==> config.mk <==
export PLATFORM = sky130hd
export DESIGN_NAME = greedy_text_line_breaker_core_flat
export DESIGN_NICKNAME = d
export VERILOG_FILES = /design/src/rtl/gtlb_pkg.sv /design/src/rtl/gtlb_text_if.sv /design/src/rtl/gtlb_line_if.sv /design/src/rtl/greedy_text_line_breaker_core.sv /design/src/flat_wrapper.sv
export SDC_FILE = /design/constraint.sdc
export NUM_CORES = 1
export LEC_CHECK = 0
export ABC_CLOCK_PERIOD_IN_PS = 12860
export BUFFER_PORTS_ARGS = -buffer_cell sky130_fd_sc_hd__clkbuf_2
export CAP_MARGIN = 20
export CELL_PAD_IN_SITES_DETAIL_PLACEMENT = 1
export CELL_PAD_IN_SITES_GLOBAL_PLACEMENT = 2
export CORE_MARGIN = 1
export CORE_UTILIZATION = 39
export DETAILED_ROUTE_END_ITERATION = 8
export GPL_TIMING_DRIVEN = 0
export PLACE_DENSITY_LB_ADDON = 0.1
export SLEW_MARGIN = 20
export SYNTH_ARGS = -nofsm -noshare
export SYNTH_HDL_FRONTEND = slang
export SYNTH_SLANG_ARGS = --single-unit
==> constraint.sdc <==
create_clock -name i_clk -period 12.86 [get_ports i_clk]
set_input_delay 1.286 -clock i_clk [delete_from_list [all_inputs] [get_ports i_clk]]
set_output_delay 1.286 -clock i_clk [all_outputs]
set_load 0.03 [all_outputs]
==> src/rtl/gtlb_pkg.sv <==
// Package for the greedy text line breaker: field widths, limits, command
// and register-index codes shared by the interfaces and the core.
// No dependencies.
package gtlb_pkg;

    // Field widths of the text item and line record channels.
    localparam int CMD_W   = 2;
    localparam int BYTES_W = 3;
    localparam int GLYPH_W = 16;
    localparam int POS_W   = 17;
    localparam int WIDTH_W = 24;

    // Configuration port geometry.
    localparam int CFG_IDX_W  = 1;
    localparam int CFG_DATA_W = 16;

    // Largest byte position the text may reach; positions saturate here.
    localparam int TEXT_BYTES = 65536;

    // Item kinds carried on the cmd field. Code 3 is unused and ignored.
    typedef enum logic [CMD_W-1:0] {
        CMD_CODE_POINT  = 2'd0,
        CMD_NEWLINE     = 2'd1,
        CMD_END_OF_TEXT = 2'd2
    } t_cmd;

    // Configuration register indexes.
    typedef enum logic [CFG_IDX_W-1:0] {
        REG_WRAP_ENABLE = 1'd0,
        REG_MAX_WIDTH   = 1'd1
    } t_reg_idx;

endpackage

==> src/rtl/gtlb_text_if.sv <==
// Valid/ready channel carrying one text item per transaction.
// Depends on gtlb_pkg for the field widths.
interface gtlb_text_if;
    import gtlb_pkg::*;

    logic               valid;
    logic               ready;
    logic [CMD_W-1:0]   cmd;
    logic [BYTES_W-1:0] byte_count;
    logic [GLYPH_W-1:0] glyph_width;

    modport source (output valid, output cmd, output byte_count, output glyph_width,
                    input ready);
    modport sink   (input valid, input cmd, input byte_count, input glyph_width,
                    output ready);
endinterface

==> src/rtl/gtlb_line_if.sv <==
// Valid/ready channel carrying one line record per transaction.
// Depends on gtlb_pkg for the field widths.
interface gtlb_line_if;
    import gtlb_pkg::*;

    logic               valid;
    logic               ready;
    logic [POS_W-1:0]   line_offset;
    logic [POS_W-1:0]   line_bytes;
    logic [WIDTH_W-1:0] line_width;
    logic               last_line;

    modport source (output valid, output line_offset, output line_bytes,
                    output line_width, output last_line, input ready);
    modport sink   (input valid, input line_offset, input line_bytes,
                    input line_width, input last_line, output ready);
endinterface

==> src/rtl/greedy_text_line_breaker_core.sv <==
// Greedy text line breaker core: turns a stream of text items into line records.
// Depends on gtlb_pkg, gtlb_text_if and gtlb_line_if.
//
// The core takes one text item per clock cycle while its output is not stalled
// and returns at most one line record for it, in the cycle after the item is
// accepted. Every item is handled by combinational logic that updates the line
// state and loads the output register, so the input stays ready while the output
// register is empty or is being drained in the same cycle; a stalled output
// holds one record and back-pressures the input. A newline or end of text
// always closes a line; with wrapping enabled and a nonzero width limit, a code
// point that would push a non-empty line past the limit closes the line before
// it. End of text returns all line state to zero. Configuration writes take
// effect at once and are meant to be made while the core is idle.
module greedy_text_line_breaker_core (
    input  logic                           i_clk,
    input  logic                           i_rst_n,
    input  logic                           i_cfg_we,
    input  logic [gtlb_pkg::CFG_IDX_W-1:0]  i_cfg_idx,
    input  logic [gtlb_pkg::CFG_DATA_W-1:0] i_cfg_data,
    gtlb_text_if.sink                      i_item,
    gtlb_line_if.source                    o_line
);
    import gtlb_pkg::*;

    localparam logic [POS_W:0]   POS_LIMIT = (POS_W+1)'(TEXT_BYTES);
    localparam logic [WIDTH_W:0] WIDTH_SAT = {1'b0, {WIDTH_W{1'b1}}};

    // Configuration registers.
    logic               r_wrap_enable;
    logic [GLYPH_W-1:0] r_max_width;

    // Line state.
    logic [POS_W-1:0]   r_byte_pos, n_byte_pos;
    logic [POS_W-1:0]   r_open_start, n_open_start;
    logic [WIDTH_W-1:0] r_open_width, n_open_width;
    logic               r_nonempty, n_nonempty;

    // Output register.
    logic               r_out_valid;
    logic [POS_W-1:0]   r_out_start;
    logic [POS_W-1:0]   r_out_bytes;
    logic [WIDTH_W-1:0] r_out_width;
    logic               r_out_last;

    logic               accept;
    logic               emit;
    logic               emit_last;
    logic               limit_on;
    logic               wrap_break;
    logic [WIDTH_W:0]   trial_width;
    logic [WIDTH_W:0]   sum_width;
    logic [WIDTH_W-1:0] sat_width;
    logic [POS_W:0]     pos_sum;
    logic [POS_W-1:0]   pos_sat;
    logic [BYTES_W-1:0] pos_step;

    // Input is taken whenever the output register is free or being drained.
    assign i_item.ready = !r_out_valid || o_line.ready;
    assign accept       = i_item.valid && i_item.ready;

    // Configuration writes.
    always_ff @(posedge i_clk) begin
        if (!i_rst_n) begin
            r_wrap_enable <= 1'b0;
            r_max_width   <= '0;
        end else if (i_cfg_we) begin
            case (t_reg_idx'(i_cfg_idx))
                REG_WRAP_ENABLE: r_wrap_enable <= i_cfg_data[0];
                REG_MAX_WIDTH:   r_max_width   <= i_cfg_data[GLYPH_W-1:0];
                default:         r_wrap_enable <= r_wrap_enable;
            endcase
        end
    end

    // Width limit test and saturating width accumulation for a code point.
    assign limit_on    = r_wrap_enable && (r_max_width != '0);
    assign trial_width = {1'b0, r_open_width} + (WIDTH_W+1)'(i_item.glyph_width);
    assign wrap_break  = limit_on && r_nonempty
                         && (trial_width > (WIDTH_W+1)'(r_max_width));
    assign sum_width   = (wrap_break ? '0 : {1'b0, r_open_width})
                         + (WIDTH_W+1)'(i_item.glyph_width);
    assign sat_width   = (sum_width > WIDTH_SAT) ? WIDTH_SAT[WIDTH_W-1:0]
                                                 : sum_width[WIDTH_W-1:0];

    // Saturating byte position advance: a code point's byte count or one newline byte.
    assign pos_step = (t_cmd'(i_item.cmd) == CMD_NEWLINE) ? BYTES_W'(1) : i_item.byte_count;
    assign pos_sum  = {1'b0, r_byte_pos} + (POS_W+1)'(pos_step);
    assign pos_sat  = (pos_sum >= POS_LIMIT) ? POS_LIMIT[POS_W-1:0] : pos_sum[POS_W-1:0];

    // Next line state and whether this item closes a line.
    always_comb begin
        n_byte_pos   = r_byte_pos;
        n_open_start = r_open_start;
        n_open_width = r_open_width;
        n_nonempty   = r_nonempty;
        emit         = 1'b0;
        emit_last    = 1'b0;
        case (t_cmd'(i_item.cmd))
            CMD_CODE_POINT: begin
                emit         = wrap_break;
                n_open_start = wrap_break ? r_byte_pos : r_open_start;
                n_open_width = sat_width;
                n_nonempty   = 1'b1;
                n_byte_pos   = pos_sat;
            end
            CMD_NEWLINE: begin
                emit         = 1'b1;
                n_byte_pos   = pos_sat;
                n_open_start = pos_sat;
                n_open_width = '0;
                n_nonempty   = 1'b0;
            end
            CMD_END_OF_TEXT: begin
                emit         = 1'b1;
                emit_last    = 1'b1;
                n_byte_pos   = '0;
                n_open_start = '0;
                n_open_width = '0;
                n_nonempty   = 1'b0;
            end
            default: begin
                emit = 1'b0;
            end
        endcase
    end

    // Line state registers.
    always_ff @(posedge i_clk) begin
        if (!i_rst_n) begin
            r_byte_pos   <= '0;
            r_open_start <= '0;
            r_open_width <= '0;
            r_nonempty   <= 1'b0;
        end else if (accept) begin
            r_byte_pos   <= n_byte_pos;
            r_open_start <= n_open_start;
            r_open_width <= n_open_width;
            r_nonempty   <= n_nonempty;
        end
    end

    // Output valid flag.
    always_ff @(posedge i_clk) begin
        if (!i_rst_n) begin
            r_out_valid <= 1'b0;
        end else if (accept && emit) begin
            r_out_valid <= 1'b1;
        end else if (o_line.ready) begin
            r_out_valid <= 1'b0;
        end
    end

    // Output record payload, taken from the line as it stands before this item.
    always_ff @(posedge i_clk) begin
        if (accept && emit) begin
            r_out_start <= r_open_start;
            r_out_bytes <= r_byte_pos - r_open_start;
            r_out_width <= r_open_width;
            r_out_last  <= emit_last;
        end
    end

    assign o_line.valid       = r_out_valid;
    assign o_line.line_offset = r_out_start;
    assign o_line.line_bytes  = r_out_bytes;
    assign o_line.line_width  = r_out_width;
    assign o_line.last_line   = r_out_last;

    // The open line never starts beyond the current byte position.
    a_start_le_pos: assert property (@(posedge i_clk) disable iff (!i_rst_n)
        r_open_start <= r_byte_pos)
        else $error("open line start is past the byte position");

    // The byte position stays within the text limit.
    a_pos_limit: assert property (@(posedge i_clk) disable iff (!i_rst_n)
        {1'b0, r_byte_pos} <= POS_LIMIT)
        else $error("byte position exceeds the text limit");

    // An empty open line carries no width.
    a_empty_zero_width: assert property (@(posedge i_clk) disable iff (!i_rst_n)
        !r_nonempty |-> (r_open_width == '0))
        else $error("empty open line has nonzero width");

    // End of text yields a last-line record and clears the position.
    a_end_of_text: assert property (@(posedge i_clk) disable iff (!i_rst_n)
        (accept && (t_cmd'(i_item.cmd) == CMD_END_OF_TEXT))
        |=> (r_out_valid && r_out_last && (r_byte_pos == '0) && !r_nonempty))
        else $error("end of text did not close the text");

endmodule
==> src/flat_wrapper.sv <==
// flat-port wrapper written by rule: the top's interface ports become plain ports
module greedy_text_line_breaker_core_flat import gtlb_pkg::*;
  (i_clk, i_rst_n, i_cfg_we, i_cfg_idx, i_cfg_data, i_item_valid, i_item_cmd, i_item_byte_count, i_item_glyph_width, i_item_ready, o_line_valid, o_line_line_offset, o_line_line_bytes, o_line_line_width, o_line_last_line, o_line_ready);
  gtlb_text_if i_item_i ();
  gtlb_line_if o_line_i ();
  input  logic i_clk;
  input  logic i_rst_n;
  input  logic i_cfg_we;
  input  logic [gtlb_pkg::CFG_IDX_W-1:0] i_cfg_idx;
  input  logic [gtlb_pkg::CFG_DATA_W-1:0] i_cfg_data;
  input wire logic [$bits(i_item_i.valid)-1:0] i_item_valid;
  input wire logic [$bits(i_item_i.cmd)-1:0] i_item_cmd;
  input wire logic [$bits(i_item_i.byte_count)-1:0] i_item_byte_count;
  input wire logic [$bits(i_item_i.glyph_width)-1:0] i_item_glyph_width;
  output wire logic [$bits(i_item_i.ready)-1:0] i_item_ready;
  output wire logic [$bits(o_line_i.valid)-1:0] o_line_valid;
  output wire logic [$bits(o_line_i.line_offset)-1:0] o_line_line_offset;
  output wire logic [$bits(o_line_i.line_bytes)-1:0] o_line_line_bytes;
  output wire logic [$bits(o_line_i.line_width)-1:0] o_line_line_width;
  output wire logic [$bits(o_line_i.last_line)-1:0] o_line_last_line;
  input wire logic [$bits(o_line_i.ready)-1:0] o_line_ready;
  assign i_item_i.valid = i_item_valid;
  assign i_item_i.cmd = i_item_cmd;
  assign i_item_i.byte_count = i_item_byte_count;
  assign i_item_i.glyph_width = i_item_glyph_width;
  assign i_item_ready = i_item_i.ready;
  assign o_line_valid = o_line_i.valid;
  assign o_line_line_offset = o_line_i.line_offset;
  assign o_line_line_bytes = o_line_i.line_bytes;
  assign o_line_line_width = o_line_i.line_width;
  assign o_line_last_line = o_line_i.last_line;
  assign o_line_i.ready = o_line_ready;
  greedy_text_line_breaker_core u_core (.i_clk(i_clk), .i_rst_n(i_rst_n), .i_cfg_we(i_cfg_we), .i_cfg_idx(i_cfg_idx), .i_cfg_data(i_cfg_data), .i_item(i_item_i), .o_line(o_line_i));
endmodule
-- Yosys cells after proc, flatten, opt, wreduce, memory -nomap -nowiden
Index checks and enable logic that the tools add are counted.
- flip-flop bits (word level): 136
- input port bits: 43
- add/subtract/negate cells: 4
- $lt $le $gt $ge: 3
- equal/unequal tests: 3
- muxes and demuxes: 13
- bitwise operators: 1
- reduce and logical (&&, ||, !) cells: 20
- operator list (cell ; count):
    one-hot mux 17 bit (3 select lines) ; 1
    2-to-1 mux 24 bit ; 2
    one-hot mux 24 bit (2 select lines) ; 1
    2-to-1 mux 17 bit ; 2
    one-hot mux 17 bit (2 select lines) ; 1
    adder 24 x 16 -> 25 bit ; 1
    adder 25 x 16 -> 25 bit ; 1
    > comparator 25 x 16 -> 1 bit ; 1
    > comparator 25 x 24 -> 1 bit, second input constant ; 1
    adder 17 x 3 -> 18 bit ; 1
    >= comparator 18 x 17 -> 1 bit, second input constant ; 1
    subtractor 17 bit ; 1
    nonzero test 16 bit ; 1
    AND reduction 2 bit ; 4
    nonzero test 2 bit ; 3
    logical AND 1 bit ; 5
    one-hot mux 1 bit (2 select lines) ; 2
    OR reduction 2 bit ; 2
    2-to-1 mux 1 bit ; 3
    2-to-1 mux 3 bit ; 1
    AND reduction 3 bit ; 1
    nonzero test 3 bit ; 1
    == test 2 x 1 -> 1 bit, second input constant ; 1
    == test 2 bit, second input constant ; 1
    other kinds (5) ; 5

-- Longest topological paths before layout
- depth after elaboration: 9
- mapped depth: 36
- depth with buffers taken out: 33

-- Worst setup path before layout
No wires, ideal clock.
- path kind: input -> register
- start point: in i_item_glyph_width[0]
- end point: reg u_core.r_open_width[11]
- setup time: 0.060 ns
- arrival time: 8.183 ns
- data required time: 12.800 ns
- path slack: 4.617 ns
- stages on the path: 36
- buffers on the path: 3
- path through: ha_1 inv_1 fa_1 nor2b_1 o31a_1 o41a_1 nor2_1 o21ai_0 nand2_1 nand2_1 a21oi_1 xnor2_1 ha_1 nand4_1 or4_1 o32ai_1 a21oi_1 or4b_4 nor4b_4 a31o_2 buf_6 buf_2 and2_1 ha_1 inv_1 fa_1 nor2b_1 o2111ai_1 nand3_1 a2111oi_0 o31ai_1 nand2b_1 or2_2 nor3_4 buf_6 a221o_1
- cells in the longest elaborated chain, start to end: 8
- RTL lines (what ; line ; RTL):
    start, declared ; flat_wrapper.sv:14 ; input wire logic [$bits(i_item_i.glyph_width)-1:0] i_item_glyph_width;
    adder 24 x 16 -> 25 bit ; greedy_text_line_breaker_core.sv:77 ; assign trial_width = {1'b0, r_open_width} + (WIDTH_W+1)'(i_item.glyph_width);
    > comparator 25 x 16 -> 1 bit ; greedy_text_line_breaker_core.sv:79 ; && (trial_width > (WIDTH_W+1)'(r_max_width));
    logical AND 1 bit ; greedy_text_line_breaker_core.sv:79 ;
    2-to-1 mux 24 bit ; greedy_text_line_breaker_core.sv:80 ; assign sum_width = (wrap_break ? '0 : {1'b0, r_open_width})
    adder 25 x 16 -> 25 bit (*) ; greedy_text_line_breaker_core.sv:81 ; + (WIDTH_W+1)'(i_item.glyph_width);
    > comparator 25 x 24 -> 1 bit ; greedy_text_line_breaker_core.sv:82 ; assign sat_width = (sum_width > WIDTH_SAT) ? WIDTH_SAT[WIDTH_W-1:0]
    2-to-1 mux 24 bit (*) ; greedy_text_line_breaker_core.sv:82 ;
    one-hot mux 24 bit (2 select lines) (*) ; greedy_text_line_breaker_core.sv:98 ; case (t_cmd'(i_item.cmd))
    end signal, assigned ; greedy_text_line_breaker_core.sv:137 ; r_open_width <= n_open_width;
    end, declared ; greedy_text_line_breaker_core.sv:35 ; logic [WIDTH_W-1:0] r_open_width, n_open_width;
Mark *: on every way between the ends. The rest lies on a longest branch, timed or not.
A chain may end at the register's enable or synchronous reset.

-- Final worst setup path
- start point: in i_item_glyph_width[1]
- end point: reg u_core.r_open_width[12]
Same word-level chain as after synthesis.

==> results.toml <==
[die]
die_h_um = 150
core_mm2 = 0.0213
fp.dieW_um = 150
ios = 104
dieArea_mm2 = 0.0226
initial_core_util = 0.402
row_count = 53

[pwr]
pwr-share-clk = 0.385
cellPowerDensity_mw_per_mm2 = 124
irDropWorstVdd_mv = 0.0938
power.leakage_nw = 4.02
switching_share = 0.311
seqPwrFrac = 0.398
intPower_mw = 0.858
p_sw_mw = 0.387
combPwrFrac = 0.217

[synthesis]
yosysMostFrequentCell = "a21oi_1"
syn-instance-count = 945
ys_warn_count = 0
synth_edf_count = 59
syn_area_mm2 = 0.00856
yosysUniqueCellTypes = 73
ys_seq_elements = 136
ys_top_cells_by_count = "98 x a21oi_1, 96 x nand2_1, 77 x dfxtp_1"
synth.area.top_cells = "edfxtp_1 21%, dfxtp_1 18%, ha_1 10%"
avgSynthCellArea_um2 = 9.06
synth.largest_area_cell = "edfxtp_1"
yosysSeqAreaShare = 0.387
synth_flop_cell = "dfxtp_1"
synth_nets = 1063
synth_top_area_frac = 0.207
async_flop_share = 0

[cells_and_area]
area_growth_pct = 17.4
post-route-util = 0.472
layout.nets = 1187
regArea_mm2 = 0.00331
nFillCells = 2528
n_antenna_cell = 0
multi_input_comb_area_mm2 = 0.00486
drive_above_1_share = 0.170

[detailed_routing]
drt_first_pass_iters = 4
wl_per_cell_um = 18.4
ant_nets = 0
drcViolationCount = 0
vias = 7513
viasPerCell = 5.54
dr.first_iter.drc_count = 290
totalWireLength_um = 24900

[timing]
max-slew-margin-rel = 0.297
tns_ns = 0
rsz0062_at_grt = "no"
tightest_slew_ns = 1.05
fmax_mhz = 102
finClkSkew_ns = 0.0119
post-route-period-util = 0.764
finalCriticalPeriod_ns = 9.83
finalHoldViolations = 0
setup_viol = 0
drv_slew = 0

[run]
drv_cap = 0

[grt]
grt_pass1_wl_um = 40200
grtUsageTotal = 0.231
grt_overflow = 0
grt_pass1_vias = 7748
grt_max_degree = 26
antenna_found_initial = 0

[worst_hold_path]
whs_path_depth = 0
hold_class = "flop to flop"

[cts]
cts_hold_buf = 0
clock-sinks = 136
cts_root_buf = "clkbuf_16"
post_cts_buffers = 0
cts_tree = "built"
cts_buffers = 17
clockBufferDepth = 2
clock_latency_ns = 0.43
cts_resized = 0
htreeDepth = 4
path_clk_slew_ns = 0.06

[critical_path]
slowest_stage = "o31ai_1"
cp_max_fo = 10
endpoint_kind = "flop"
worst_setup_path_start_kind = "primary input"
cp_data_required_time_ns = 13.23
critPathMaxStageDelay_ns = 0.88
cpMostUsedCell = "ha_1"
arrival_ns = 10.20
path_class = "primary input to flop"
r2r_cells = 32

[placement]
portBuffers = 102
place_hpwl_um = 19100
gp_congestion = 0.842

[run_status]
status = "complete, no violations"
==> area by class of cell <==
type,count,area share
timing repair buffer,105,0.0562
inverter,59,0.0220
clock inverter,13,0.0119
buffer,37,0.0185
clock buffer,19,0.0441
tap,275,0.0342
sequential,136,0.330
multi-input combinational,713,0.483
==> critical path, delay by kind of cell <==
kind | cells | cell delay [ns]
fa+ha+maj | 4 | 1.28
buf+inv | 5 | 0.81
xor+xnor | 1 | 0.12
compound gates | 12 | 3.51
simple gates | 11 | 3.18
==> stage by stage <==
step	cells	power [mW]	setup WS (ns)	area [µm²]	hold WS (ns)
global placement	1322	0.769	2.66	9420	0.421
floorplan	945	0.698	4.62	8560	0.408
CTS	1356	1.26	3.02	10000	0.442
finish	1357	1.25	3.03	10100	0.441
global route	1357	1.31	2.45	10100	0.460
detailed placement	1324	0.777	2.61	9480	0.428
==> layout by cell type, fill, tap and decap left out, types with 20 or more instances in the layout <==
| cell | count |
|---|---|
| a21oi_1 | 98 |
| dfxtp_1 | 77 |
| nor2_1 | 61 |
| clkbuf_1 | 25 |
| xnor2_1 | 34 |
| nand3_1 | 23 |
| and2_1 | 20 |
| edfxtp_1 | 59 |
| nand2_1 | 96 |
| o21ai_0 | 50 |
| ha_1 | 71 |
| clkbuf_2 | 102 |
| inv_1 | 58 |
==> flip-flops by register name (all words and copies together) (netlist names) <==
name / flops
u_core.r_wrap_enable: 1
u_core.r_nonempty: 1
u_core.o_line.line_width: 24
u_core.o_line.line_bytes: 17
u_core.o_line.valid: 1
u_core.o_line.last_line: 1
u_core.o_line.line_offset: 17
u_core.r_byte_pos: 17
u_core.r_open_start: 17
u_core.r_max_width: 16
u_core.r_open_width: 24
==> layer usage <==
layer  vias up  global-route usage  part of all wire
met3        40              0.0342             0.026
met1      3623               0.269              0.43
met5         -                   0                 0
met2       119               0.428              0.52
li1       3731                   -                 -
met4         0              0.0808             0.022
==> power groups by stage <==
| stage | Clock (mW) | Combinational, mW | Sequential (mW) |
|---|---|---|---|
| after floorplan | 0 | 0.170 | 0.528 |
| final | 0.480 | 0.270 | 0.496 |
| after detailed placement | 0 | 0.272 | 0.505 |
| after global routing | 0.507 | 0.301 | 0.499 |
| after global placement | 0 | 0.263 | 0.506 |
| after CTS | 0.491 | 0.273 | 0.496 |
==> kinds of logic after synthesis <==
logic type               count (synthesis)  synth area share
adder cells (fa/ha/maj)                 75             0.113
buffers and inverters                   96            0.0476
flip-flops                             136             0.387
AND/OR/NAND/NOR                        299             0.174
AO/OA/AOI/OAI                          288             0.225
multiplexers                             5           0.00584
XOR/XNOR                                46            0.0470
==> final timing paths <==
path	to	slack, ns	from
min reg2reg	u_core.o_line.line_offset[15]	0.44	u_core.r_open_start[15]
min	u_core.o_line.line_offset[15]	0.44	u_core.r_open_start[15]
max reg2reg	u_core.r_open_width[12]	3.58	u_core.r_open_width[1]
max	u_core.r_open_width[12]	3.03	i_item_glyph_width[1]
(Power assumes the default switching activity.)
